--- config.mk ---
export PLATFORM = sky130hd
export DESIGN_NAME = ps2_scancode_set1_decoder
export DESIGN_NICKNAME = d
export VERILOG_FILES = /design/src/rtl/core/ps2dec_pkg.sv /design/src/rtl/core/ps2_scancode_set1_decoder.sv /design/src/rtl/core/ps2dec_front.sv /design/src/rtl/core/ps2dec_queue.sv /design/src/rtl/core/ps2dec_back.sv
export SDC_FILE = /design/constraint.sdc
export NUM_CORES = 1
export LEC_CHECK = 0
export BUFFER_PORTS_ARGS = -buffer_cell sky130_fd_sc_hd__buf_2
export CAP_MARGIN = 0
export CORE_AREA = 2 2 87 89
export DETAILED_ROUTE_END_ITERATION = 10
export DIE_AREA = 0 0 89 91
export HOLD_SLACK_MARGIN = 0.08
export PLACE_DENSITY = 0.6
export REMOVE_ABC_BUFFERS = 1
export SYNTH_ARGS = -nofsm -noshare
export SYNTH_HDL_FRONTEND = slang
export SYNTH_SLANG_ARGS = --single-unit
export TNS_END_PERCENT = 10
--- constraint.sdc ---
create_clock -name clk -period 4.25 [get_ports clk]
set_input_delay 0.425 -clock clk [delete_from_list [all_inputs] [get_ports clk]]
set_output_delay 0.425 -clock clk [all_outputs]
set_load 0.1 [all_outputs]
--- src/rtl/core/ps2dec_pkg.sv ---
// Package of shared types, codes and keymap tables for the PS/2 set-1 scancode decoder.
package ps2dec_pkg;

  localparam logic [7:0] SC_PREFIX_EXT = 8'hE0;
  localparam logic [6:0] SC_LSHIFT     = 7'd42;
  localparam logic [6:0] SC_RSHIFT     = 7'd54;
  localparam logic [6:0] SC_CAPS       = 7'd58;
  localparam logic [6:0] SC_UP         = 7'h48;
  localparam logic [6:0] SC_PGUP       = 7'h49;
  localparam logic [6:0] SC_DOWN       = 7'h50;
  localparam logic [6:0] SC_PGDN       = 7'h51;

  localparam logic [7:0] LED_CMD       = 8'hED;
  localparam logic [7:0] LED_CAPS      = 8'h04;
  localparam logic [7:0] LED_OFF       = 8'h00;

  localparam logic [7:0] NAV_UP        = 8'd0;
  localparam logic [7:0] NAV_PGUP      = 8'd1;
  localparam logic [7:0] NAV_DOWN      = 8'd2;
  localparam logic [7:0] NAV_PGDN      = 8'd3;

  localparam int unsigned MAP_LEN = 58;
  localparam int unsigned MAP_IW  = $clog2(MAP_LEN);

  localparam int unsigned QDEPTH = 2;
  localparam int unsigned QPTR_W = $clog2(QDEPTH);
  localparam int unsigned QCNT_W = $clog2(QDEPTH + 1);

  typedef enum logic [1:0] {
    KIND_CHAR = 2'd0,
    KIND_NAV  = 2'd1,
    KIND_CMD  = 2'd2
  } kind_t;

  typedef struct packed {
    kind_t      kind;
    logic [7:0] value;
    logic       dbl;
  } job_t;

  localparam logic [7:0] PLAIN_MAP [0:MAP_LEN-1] = '{
    8'd0, 8'd27, "1", "2", "3", "4", "5", "6", "7", "8", "9", "0", "-", "=", 8'd8, 8'd9,
    "q", "w", "e", "r", "t", "y", "u", "i", "o", "p", "[", "]", 8'd10,
    8'd0, "a", "s", "d", "f", "g", "h", "j", "k", "l", ";", 8'd39, 8'd96, 8'd0, 8'd92,
    "z", "x", "c", "v", "b", "n", "m", ",", ".", "/", 8'd0, "*", 8'd0, " "
  };

  localparam logic [7:0] SHIFT_MAP [0:MAP_LEN-1] = '{
    8'd0, 8'd27, "!", "@", "#", "$", "%", "^", "&", "*", "(", ")", "_", "+", 8'd8, 8'd9,
    "Q", "W", "E", "R", "T", "Y", "U", "I", "O", "P", "{", "}", 8'd10,
    8'd0, "A", "S", "D", "F", "G", "H", "J", "K", "L", ":", 8'd34, 8'd126, 8'd0, 8'd124,
    "Z", "X", "C", "V", "B", "N", "M", "<", ">", "?", 8'd0, "*", 8'd0, " "
  };

endpackage

--- src/rtl/core/ps2_scancode_set1_decoder.sv ---
// Top level of the PS/2 set-1 scancode decoder.
// The block takes one scancode transaction per cycle while its two-entry job queue has room, and
// gives one result transaction per cycle while results are taken; a caps-lock press gives two
// results (LED command, then LED byte), which is what sets the sustained rate when such presses
// come back to back. A scancode that makes a job is written into the queue when it is accepted,
// and the job is then loaded from the queue into the output register, which presents its first
// result. The input stalls only when the queue is full, which happens when the output is
// held back or caps-lock presses arrive faster than the output can give their two results.
module ps2_scancode_set1_decoder (
  input  logic       clk,
  input  logic       rst_n,
  input  logic       in_tvalid,
  output logic       in_tready,
  input  logic [7:0] in_tdata,   // [7:0] scancode
  output logic       out_tvalid,
  input  logic       out_tready,
  output logic [7:0] out_tdata,  // [7:0] value
  output logic [1:0] out_tuser,  // [1:0] kind
  output logic       out_tlast   // last
);

  logic             q_full;
  logic             q_push;
  logic             q_pop;
  logic             q_empty;
  ps2dec_pkg::job_t job_in;
  ps2dec_pkg::job_t job_out;

  ps2dec_front u_front (
    .clk       (clk),
    .rst_n     (rst_n),
    .in_tvalid (in_tvalid),
    .in_tready (in_tready),
    .in_tdata  (in_tdata),
    .q_full_i  (q_full),
    .q_push_o  (q_push),
    .q_job_o   (job_in)
  );

  ps2dec_queue u_queue (
    .clk     (clk),
    .rst_n   (rst_n),
    .push_i  (q_push),
    .job_i   (job_in),
    .full_o  (q_full),
    .pop_i   (q_pop),
    .empty_o (q_empty),
    .job_o   (job_out)
  );

  ps2dec_back u_back (
    .clk        (clk),
    .rst_n      (rst_n),
    .q_empty_i  (q_empty),
    .q_job_i    (job_out),
    .q_pop_o    (q_pop),
    .out_tvalid (out_tvalid),
    .out_tready (out_tready),
    .out_tdata  (out_tdata),
    .out_tuser  (out_tuser),
    .out_tlast  (out_tlast)
  );

endmodule

--- src/rtl/core/ps2dec_front.sv ---
// Front end: accepts scancodes, tracks prefix, shift and caps-lock state, and queues jobs.
module ps2dec_front (
  input  logic                clk,
  input  logic                rst_n,
  input  logic                in_tvalid,
  output logic                in_tready,
  input  logic [7:0]          in_tdata,   // [7:0] scancode
  input  logic                q_full_i,
  output logic                q_push_o,
  output ps2dec_pkg::job_t    q_job_o
);

  logic ext_r, ext_nxt;
  logic lsh_r, lsh_nxt;
  logic rsh_r, rsh_nxt;
  logic caps_r, caps_nxt;
  logic accept;
  logic [6:0] code;
  logic [7:0] ch;
  logic push;
  ps2dec_pkg::job_t job;

  assign in_tready = !q_full_i;
  assign accept    = in_tvalid && in_tready;
  assign code      = in_tdata[6:0];

  always_comb begin
    ch = 8'd0;
    if (in_tdata < 8'(ps2dec_pkg::MAP_LEN)) begin
      if (lsh_r || rsh_r) begin
        ch = ps2dec_pkg::SHIFT_MAP[in_tdata[ps2dec_pkg::MAP_IW-1:0]];
      end else begin
        ch = ps2dec_pkg::PLAIN_MAP[in_tdata[ps2dec_pkg::MAP_IW-1:0]];
      end
    end
  end

  always_comb begin
    ext_nxt   = ext_r;
    lsh_nxt   = lsh_r;
    rsh_nxt   = rsh_r;
    caps_nxt  = caps_r;
    push      = 1'b0;
    job.kind  = ps2dec_pkg::KIND_CHAR;
    job.value = ch;
    job.dbl   = 1'b0;
    if (in_tdata == ps2dec_pkg::SC_PREFIX_EXT) begin
      ext_nxt = 1'b1;
    end else if (ext_r) begin
      ext_nxt  = 1'b0;
      job.kind = ps2dec_pkg::KIND_NAV;
      if (!in_tdata[7]) begin
        unique case (code)
          ps2dec_pkg::SC_UP: begin
            push      = 1'b1;
            job.value = ps2dec_pkg::NAV_UP;
          end
          ps2dec_pkg::SC_PGUP: begin
            push      = 1'b1;
            job.value = ps2dec_pkg::NAV_PGUP;
          end
          ps2dec_pkg::SC_DOWN: begin
            push      = 1'b1;
            job.value = ps2dec_pkg::NAV_DOWN;
          end
          ps2dec_pkg::SC_PGDN: begin
            push      = 1'b1;
            job.value = ps2dec_pkg::NAV_PGDN;
          end
          default: push = 1'b0;
        endcase
      end
    end else if (in_tdata[7]) begin
      if (code == ps2dec_pkg::SC_LSHIFT) lsh_nxt = 1'b0;
      if (code == ps2dec_pkg::SC_RSHIFT) rsh_nxt = 1'b0;
    end else if (code == ps2dec_pkg::SC_LSHIFT) begin
      lsh_nxt = 1'b1;
    end else if (code == ps2dec_pkg::SC_RSHIFT) begin
      rsh_nxt = 1'b1;
    end else if (code == ps2dec_pkg::SC_CAPS) begin
      caps_nxt  = !caps_r;
      push      = 1'b1;
      job.kind  = ps2dec_pkg::KIND_CMD;
      job.value = caps_nxt ? ps2dec_pkg::LED_CAPS : ps2dec_pkg::LED_OFF;
      job.dbl   = 1'b1;
    end else begin
      push = (ch != 8'd0);
    end
  end

  assign q_push_o = accept && push;
  assign q_job_o  = job;

  always_ff @(posedge clk) begin
    if (!rst_n) begin
      ext_r  <= 1'b0;
      lsh_r  <= 1'b0;
      rsh_r  <= 1'b0;
      caps_r <= 1'b0;
    end else if (accept) begin
      ext_r  <= ext_nxt;
      lsh_r  <= lsh_nxt;
      rsh_r  <= rsh_nxt;
      caps_r <= caps_nxt;
    end
  end

endmodule

--- src/rtl/core/ps2dec_queue.sv ---
// Short job queue between the front end and the back end.
module ps2dec_queue (
  input  logic              clk,
  input  logic              rst_n,
  input  logic              push_i,
  input  ps2dec_pkg::job_t  job_i,
  output logic              full_o,
  input  logic              pop_i,
  output logic              empty_o,
  output ps2dec_pkg::job_t  job_o
);

  ps2dec_pkg::job_t                 mem_r [0:ps2dec_pkg::QDEPTH-1];
  logic [ps2dec_pkg::QPTR_W-1:0]    wptr_r;
  logic [ps2dec_pkg::QPTR_W-1:0]    rptr_r;
  logic [ps2dec_pkg::QCNT_W-1:0]    cnt_r, cnt_nxt;
  logic                             do_push;
  logic                             do_pop;

  assign full_o  = (cnt_r == ps2dec_pkg::QCNT_W'(ps2dec_pkg::QDEPTH));
  assign empty_o = (cnt_r == '0);
  assign job_o   = mem_r[rptr_r];
  assign do_push = push_i && !full_o;
  assign do_pop  = pop_i && !empty_o;

  always_comb begin
    cnt_nxt = cnt_r;
    if (do_push && !do_pop) cnt_nxt = cnt_r + ps2dec_pkg::QCNT_W'(1);
    if (do_pop && !do_push) cnt_nxt = cnt_r - ps2dec_pkg::QCNT_W'(1);
  end

  always_ff @(posedge clk) begin
    if (do_push) mem_r[wptr_r] <= job_i;
  end

  always_ff @(posedge clk) begin
    if (!rst_n) begin
      wptr_r <= '0;
      rptr_r <= '0;
      cnt_r  <= '0;
    end else begin
      if (do_push) wptr_r <= wptr_r + ps2dec_pkg::QPTR_W'(1);
      if (do_pop)  rptr_r <= rptr_r + ps2dec_pkg::QPTR_W'(1);
      cnt_r <= cnt_nxt;
    end
  end

endmodule

--- src/rtl/core/ps2dec_back.sv ---
// Back end: turns queued jobs into result transactions through an output register.
module ps2dec_back (
  input  logic              clk,
  input  logic              rst_n,
  input  logic              q_empty_i,
  input  ps2dec_pkg::job_t  q_job_i,
  output logic              q_pop_o,
  output logic              out_tvalid,
  input  logic              out_tready,
  output logic [7:0]        out_tdata,  // [7:0] value
  output logic [1:0]        out_tuser,  // [1:0] kind
  output logic              out_tlast   // last
);

  logic        vld_r;
  logic [1:0]  kind_r;
  logic [7:0]  val_r;
  logic        last_r;
  logic        second_r;
  logic [7:0]  second_val_r;
  logic        load;

  assign load    = !vld_r || out_tready;
  assign q_pop_o = load && !second_r && !q_empty_i;

  always_ff @(posedge clk) begin
    if (!rst_n) begin
      vld_r    <= 1'b0;
      second_r <= 1'b0;
    end else if (load) begin
      if (second_r) begin
        vld_r    <= 1'b1;
        second_r <= 1'b0;
      end else if (!q_empty_i) begin
        vld_r    <= 1'b1;
        second_r <= q_job_i.dbl;
      end else begin
        vld_r <= 1'b0;
      end
    end
  end

  always_ff @(posedge clk) begin
    if (load) begin
      if (second_r) begin
        kind_r <= ps2dec_pkg::KIND_CMD;
        val_r  <= second_val_r;
        last_r <= 1'b1;
      end else if (q_job_i.dbl) begin
        kind_r       <= ps2dec_pkg::KIND_CMD;
        val_r        <= ps2dec_pkg::LED_CMD;
        last_r       <= 1'b0;
        second_val_r <= q_job_i.value;
      end else begin
        kind_r <= q_job_i.kind;
        val_r  <= q_job_i.value;
        last_r <= 1'b1;
      end
    end
  end

  assign out_tvalid = vld_r;
  assign out_tdata  = val_r;
  assign out_tuser  = kind_r;
  assign out_tlast  = last_r;

  a_second_follows_cmd: assert property (@(posedge clk) disable iff (!rst_n)
    second_r |-> (vld_r && !last_r && val_r == ps2dec_pkg::LED_CMD))
    else $error("pending LED byte without a shown LED command");

  a_not_last_is_cmd: assert property (@(posedge clk) disable iff (!rst_n)
    (vld_r && !last_r) |-> (kind_r == ps2dec_pkg::KIND_CMD))
    else $error("non-final result that is not a command byte");

  a_no_pop_while_second: assert property (@(posedge clk) disable iff (!rst_n)
    second_r |-> !q_pop_o)
    else $error("queue popped while the LED byte is still owed");

  a_led_byte_after_cmd: assert property (@(posedge clk) disable iff (!rst_n)
    (vld_r && out_tready && !last_r) |=> (vld_r && last_r && kind_r == ps2dec_pkg::KIND_CMD))
    else $error("LED command not followed by its LED byte");

endmodule

# Word-level counts from Yosys, hierarchy flattened
# Memory sizes are Yosys's and may differ from the RTL's. A register that Yosys moved wholly into a read port is not among the register bits.
# Index checks and enable logic that the tools add are counted.
[word_totals]
regBits = 29
ramBits = 22
romBits = 1024
inputBits = 12
word_cells = 110
n_memories = 3
[classes]
n_addsub = 4
order_cmp = 2
n_eq_ne = 10
muxes = 45
bitwise_logic = 7
reduce_logical = 26
[mem_list]
columns = ["name", "words", "width", "read_ports", "rd_clocked_by_memory_dff", "write_ports", "line_no", "source"]
rows = [
  ["(no name shown)", 64, 8, 1, 0, 0, "ps2dec_front.sv:31", "ch = ps2dec_pkg::SHIFT_MAP[in_tdata[ps2dec_pkg::MAP_IW-1:0]];"],
  ["(no name shown)", 64, 8, 1, 0, 0, "ps2dec_front.sv:33", "ch = ps2dec_pkg::PLAIN_MAP[in_tdata[ps2dec_pkg::MAP_IW-1:0]];"],
  ["u_queue.mem_r", 2, 11, 1, 1, 1, "ps2dec_queue.sv:13", "ps2dec_pkg::job_t mem_r [0:ps2dec_pkg::QDEPTH-1];"],
]
[ops]
columns = ["operator", "count"]
rows = [
  ["$mux 8", 9],
  ["$mux 11", 5],
  ["$pmux 8 s4", 1],
  ["$eq 7x7->1 const B", 4],
  ["$mux 1", 26],
  ["$eq 7x6->1 const B", 3],
  ["$mux 10", 1],
  ["$eq 8x8->1 const B", 1],
  ["$logic_and 1x1->1", 8],
  ["$lt 8x6->1 const B", 1],
  ["$reduce_bool 8->1", 1],
  ["$ge 7x7->1 const B", 1],
  ["$logic_not 1->1", 7],
  ["$not 6->7", 1],
  ["$reduce_and 7->1", 1],
  ["$not 1->1", 6],
  ["$reduce_and 5->1", 1],
  ["$mux 2", 2],
  ["$reduce_and 4->1", 1],
  ["$reduce_or 4->1", 1],
  ["$mux 3", 1],
  ["$reduce_and 3->1", 1],
  ["$add 1x1->1 const B", 2],
  ["$add 2x1->2 const B", 1],
  ["7 further kinds", 8],
]

# Logic depth before layout (Yosys ltp)
[depth]
ltp_word = 18
mapped_depth = 14
ltp_nobuf = 13

# By module
# A second synthesis with hierarchy kept.
[unflattened]
hier_cells = 348
hier_area_um2 = 3385.7
[by_module_without_submodules]
columns = ["module", "instances", "cells_each", "area_per_inst_um2", "seq_area_each_um2"]
rows = [
  ["ps2dec_front", 1, 231, 1544.0, 80.1],
  ["ps2dec_queue", 1, 60, 1026.0, 760.7],
  ["ps2dec_back", 1, 57, 815.8, 610.6],
]

# Worst setup path before layout
# No wires, ideal clock.
[synth_timing]
path_kind = "input to register"
start = "input in_tdata[1]"
end = "register u_queue.cnt_r[1] (netlist name)"
arrival_time_ns = 3.264
required_ns = 4.174
setup_slack_ns = 0.910
cell_stages = 13
path_buffers = 1
cell_sequence = "buf_2 -> inv_1 -> ha_1 -> nor2b_1 -> o31ai_1 -> o21ai_1 -> a31oi_1 -> a21oi_1 -> or3_1 -> o41ai_4 -> ha_1 -> or3_1 -> a21boi_0"
[synth_between]
elab_chain_cells = 18
elab_cells_between_ends = 35
cone_classes = "order compare (1); eq/ne (8); mux (15); bitwise (1); reduce/logical (8); memory (2)"
[synth_rtl]
columns = ["item", "line_no", "source"]
rows = [
  ["start: declaration", "ps2_scancode_set1_decoder.sv:14", "input logic [7:0] in_tdata,"],
  ["$not 6->7 (not written as such)", "ps2dec_front.sv:31, ps2dec_front.sv:33", ""],
  ["$mem_v2 64x8 (on tied branches)", "-", ""],
  ["$mux 8 (on tied branches) (2 in series)", "ps2dec_front.sv:33, ps2dec_front.sv:31", ""],
  ["$mux 8", "ps2dec_front.sv:30", "if (lsh_r || rsh_r) begin"],
  ["$mux 8", "ps2dec_front.sv:29", "if (in_tdata < 8'(ps2dec_pkg::MAP_LEN)) begin"],
  ["$reduce_bool 8->1", "ps2dec_front.sv:87", "push = (ch != 8'd0);"],
  ["$mux 1", "ps2dec_front.sv:80", "end else if (code == ps2dec_pkg::SC_CAPS) begin"],
  ["$mux 1", "ps2dec_front.sv:78", "end else if (code == ps2dec_pkg::SC_RSHIFT) begin"],
  ["$mux 1", "ps2dec_front.sv:76", "end else if (code == ps2dec_pkg::SC_LSHIFT) begin"],
  ["$mux 1", "ps2dec_front.sv:73", "end else if (in_tdata[7]) begin"],
  ["$mux 1", "ps2dec_front.sv:49", "end else if (ext_r) begin"],
  ["$mux 1 *", "ps2dec_front.sv:47", "if (in_tdata == ps2dec_pkg::SC_PREFIX_EXT) begin"],
  ["$logic_and 1x1->1 *", "ps2dec_front.sv:91", "assign q_push_o = accept && push;"],
  ["$logic_and 1x1->1 *", "ps2dec_queue.sv:23", "assign do_push = push_i && !full_o;"],
  ["$logic_not 1->1", "ps2dec_queue.sv:29", "if (do_pop && !do_push) cnt_nxt = cnt_r - ps2dec_pkg::QCNT_W'(1);"],
  ["$logic_and 1x1->1", "ps2dec_queue.sv:29", ""],
  ["$mux 2 or $reduce_bool 2->1 (tied branches)", "-", ""],
  ["end signal: assignment", "ps2dec_queue.sv:44", "cnt_r <= cnt_nxt;"],
  ["end: declaration", "ps2dec_queue.sv:16", "logic [ps2dec_pkg::QCNT_W-1:0] cnt_r, cnt_nxt;"],
]
# Every way passes the cells marked *; elsewhere a longest branch is shown, timed or not. The select of a mux whose other input is x is not followed.
# A chain may end at the register's enable or synchronous reset.

# Worst setup path after layout
# Same ends and word-level chain as after synthesis.

==> reports/qor.yml <==
critical_path:
  slowest_stage: "o41ai_4"
  crit_path_end_kind: "flip-flop"
  max_stage_delay_ps: 440
  crit_buf_inv: 2
  start_kind: "primary input"
  critical_path_arrival_ps: 3740
  path_class: "in -> reg"
  crit_fanout: 16
  worstPathCellList: "buf_2 -> inv_1 -> ha_1 -> nor2b_1 -> a21oi_1 -> o22ai_1 -> o31ai_2 -> a21oi_1 -> or2_1 -> o41ai_4 -> ha_1 -> or3_1 -> a21boi_0"
  cp.required_ps: 4470
  critical-path-top-delay-family: "compound AO/OA/AOI/OAI gates"
yosys:
  synth_seq_area_share_pct: 40.7
  synth.largest_area_cell: "edfxtp_1"
  synthXorXnorAreaFrac_pct: 1.37
  synth-edff-count: 36
  syn_area_per_cell_um2: 9.35
  synth_fa_ha_area_share_pct: 5.09
  synth_compound_area_share_pct: 20.9
  synth_ff_type: "edfxtp_1"
  ys_ff_latch: 47
  synthTopCellsByArea: "edfxtp_1, dfxtp_1, ha_1, a21oi_1, mux2_2"
  synth_top_family_by_area: "compound AO/OA/AOI/OAI gates"
  ys_warn_count: 0
  async_flop_share_pct: 0
  syn_inst: 342
  yosysUniqueCellTypes: 62
  yosys.area_share.simple_pct: 20.0
  synth.top_cell.area_share_pct: 33.8
  muxShareOfSynthArea_pct: 5.13
  syn_area_um2: 3200
timing:
  finalWorstSetupSlack_ps: 729
  finalSetupViolations: 0
  rsz0062_at_grt: "no"
  timing.fmax_mhz: 284
  hold_viol_final: 0
  finalSetupTns_ps: 0
  worst_pin_slew_ps: 948
  finalCriticalPeriod_ps: 3520
  clock_skew_ps: 10.1
  slew_viol_final: 0
  maxSlewHeadroom_pct: 36.3
  post-route-period-util_pct: 82.8
outcome:
  status: "finished, final reports clean"
clocking:
  cts_tree: "built"
  ctsHoldBuffers: 0
  clk_pin_slew_worst_paths_ps: 80
  cts-resized-gates: 0
  cts_sinks: 47
  clk_latency_ps: 290
  htreeDepth: 2
  clockBufferDepth: 2
  cts_made_buffers: 5
  cts-root-buf: "clkbuf_8"
  cts_post_setup_buffers_inserted: 0
die:
  ios: 25
  coreArea_um2: 7140
  fp.dieW_um: 89
  start_util_pct: 44.8
  die_height_um: 91
  rows: 31
  fp.dieArea_um2: 8100
min_path:
  hp-class: "in -> reg"
placement:
  port_buffers: 24
  gp_congestion: 0.981
  place_worst_setup_slack_ps: 450
  hpwl_mm: 5.24
  post_dp_cell_area_um2: 3330
global_routing:
  antenna_found_initial: 0
  grt_max_degree: 36
  grt_pass1_vias: 2460
  gr-total-overflow: 0
  grt_pass1_wl_mm: 12.0
  grt_usage_pct: 18.6
drt:
  wl_per_cell_um: 16.0
  wirelength_mm: 7.28
  drcViolationCount: 0
  ant_nets: 0
  vias_per_cell: 5.75
  dr.pass1.iters: 4
  vias: 2609
  drt-initial-drc-count: 156
cells_and_area:
  n_antenna_cell: 0
  drive_gt1_share_pct: 15.8
  fin_area_um2: 3420
  layout_common_cells: "edfxtp_1, a21oi_1, nand2_1, buf_2, nor2_1"
  area_growth_pct: 7.04
  nets: 379
  layout_commonest_cell: "edfxtp_1"
power_and_ir_drop:
  power.leakage_nw: 1.25
  power_mw: 1.71
  p_per_area_nw_per_um2: 500
  ir_drop_v: 0.000149
run:
  drv_cap: 0
[metrics by stage]
| stage | utilization [%] | instances | hold slack [ps] |
|---|---|---|---|
| after CTS | 48.0 | 454 | 392 |
| after floorplan | - | 318 | 451 |
| after global routing | 48.0 | 454 | 385 |
| final | 48.0 | 454 | 407 |
| after detailed placement | 46.7 | 446 | 469 |
| after global placement | 46.7 | 446 | 467 |
[Yosys cell counts, drive strengths merged, types with 4 or more instances]
cell type,number
nor4,6
or3,6
nor2,21
o21ai,22
a31oi,6
nand2,27
mux2i,4
and2,7
edfxtp,36
inv,18
nor3,16
dfxtp,11
nand4,4
o31ai,4
clkbuf,8
nor2b,9
mux2,9
o22ai,5
buf,16
ha,13
a21oi,28
nand2b,12
nand3,6
o211ai,4
[kinds of logic (layout without fill, tap and decap cells)]
| logic type | count (synthesis) | count (layout) |
|---|---|---|
| muxes | 14 | 14 |
| DFF | 47 | 47 |
| and+or+nand+nor | 122 | 122 |
| buffers and inverters | 42 | 55 |
| AOI/OAI and AO/OA | 99 | 99 |
| xor gates and xnor gates | 5 | 5 |
| adders and majority gates | 13 | 13 |
[worst register-to-register path: cells and delay by family, from the launching register on]
| family | cells | cell delay [ps] |
|---|---|---|
| compound gates | 6 | 1250 |
| simple gates | 3 | 1140 |
| flops | 1 | 340 |
| fa+ha+maj | 1 | 340 |
[worst paths after layout]
path,from,to,slack [ps],cells after the start
setup reg to reg,u_front.lsh_r,u_queue.cnt_r[1],1110,10
hold reg to reg,u_queue.wptr_r,u_queue.wptr_r,480,2
setup / recovery,in_tdata[1],u_queue.cnt_r[1],730,13
hold / removal,in_tvalid,u_front.ext_r,410,3
[flip-flops by register name, indices dropped and copies added (netlist names), 2 cells and up, named ones only]
| name | flops |
|---|---|
| u_back.out_tuser | 2 |
| u_queue.mem_r | 18 |
| u_back.second_val_r | 7 |
| u_back.out_tdata | 8 |
| u_queue.cnt_r | 2 |
[per-layer routing]
metal	global-route usage (%)	vias up	part of all wire, %
met5	0	-	0
met4	9.45	0	4.2
met3	3.18	24	5.0
met2	28.9	106	47
met1	24.6	1187	44
li1	-	1292	-
[cell type report]
| type | instances | area, um^2 |
|---|---|---|
| Fill cell | 713 | 3710 |
| Multi-Input combinational cell | 253 | 1680 |
| Sequential cell | 47 | 1300 |
| Timing Repair Buffer | 29 | 158 |
| Tap cell | 99 | 124 |
| Clock buffer | 6 | 82.6 |
| Inverter | 18 | 67.6 |
| Clock inverter | 2 | 11.3 |
[power by group]
part           internal (mW)  leakage, nW  switching, mW
logic                  0.180        0.774          0.583
clock network          0.130       0.0449          0.141
registers              0.623        0.435         0.0551
total                  0.933         1.25          0.779
Power figures use the tool's default switching activity.
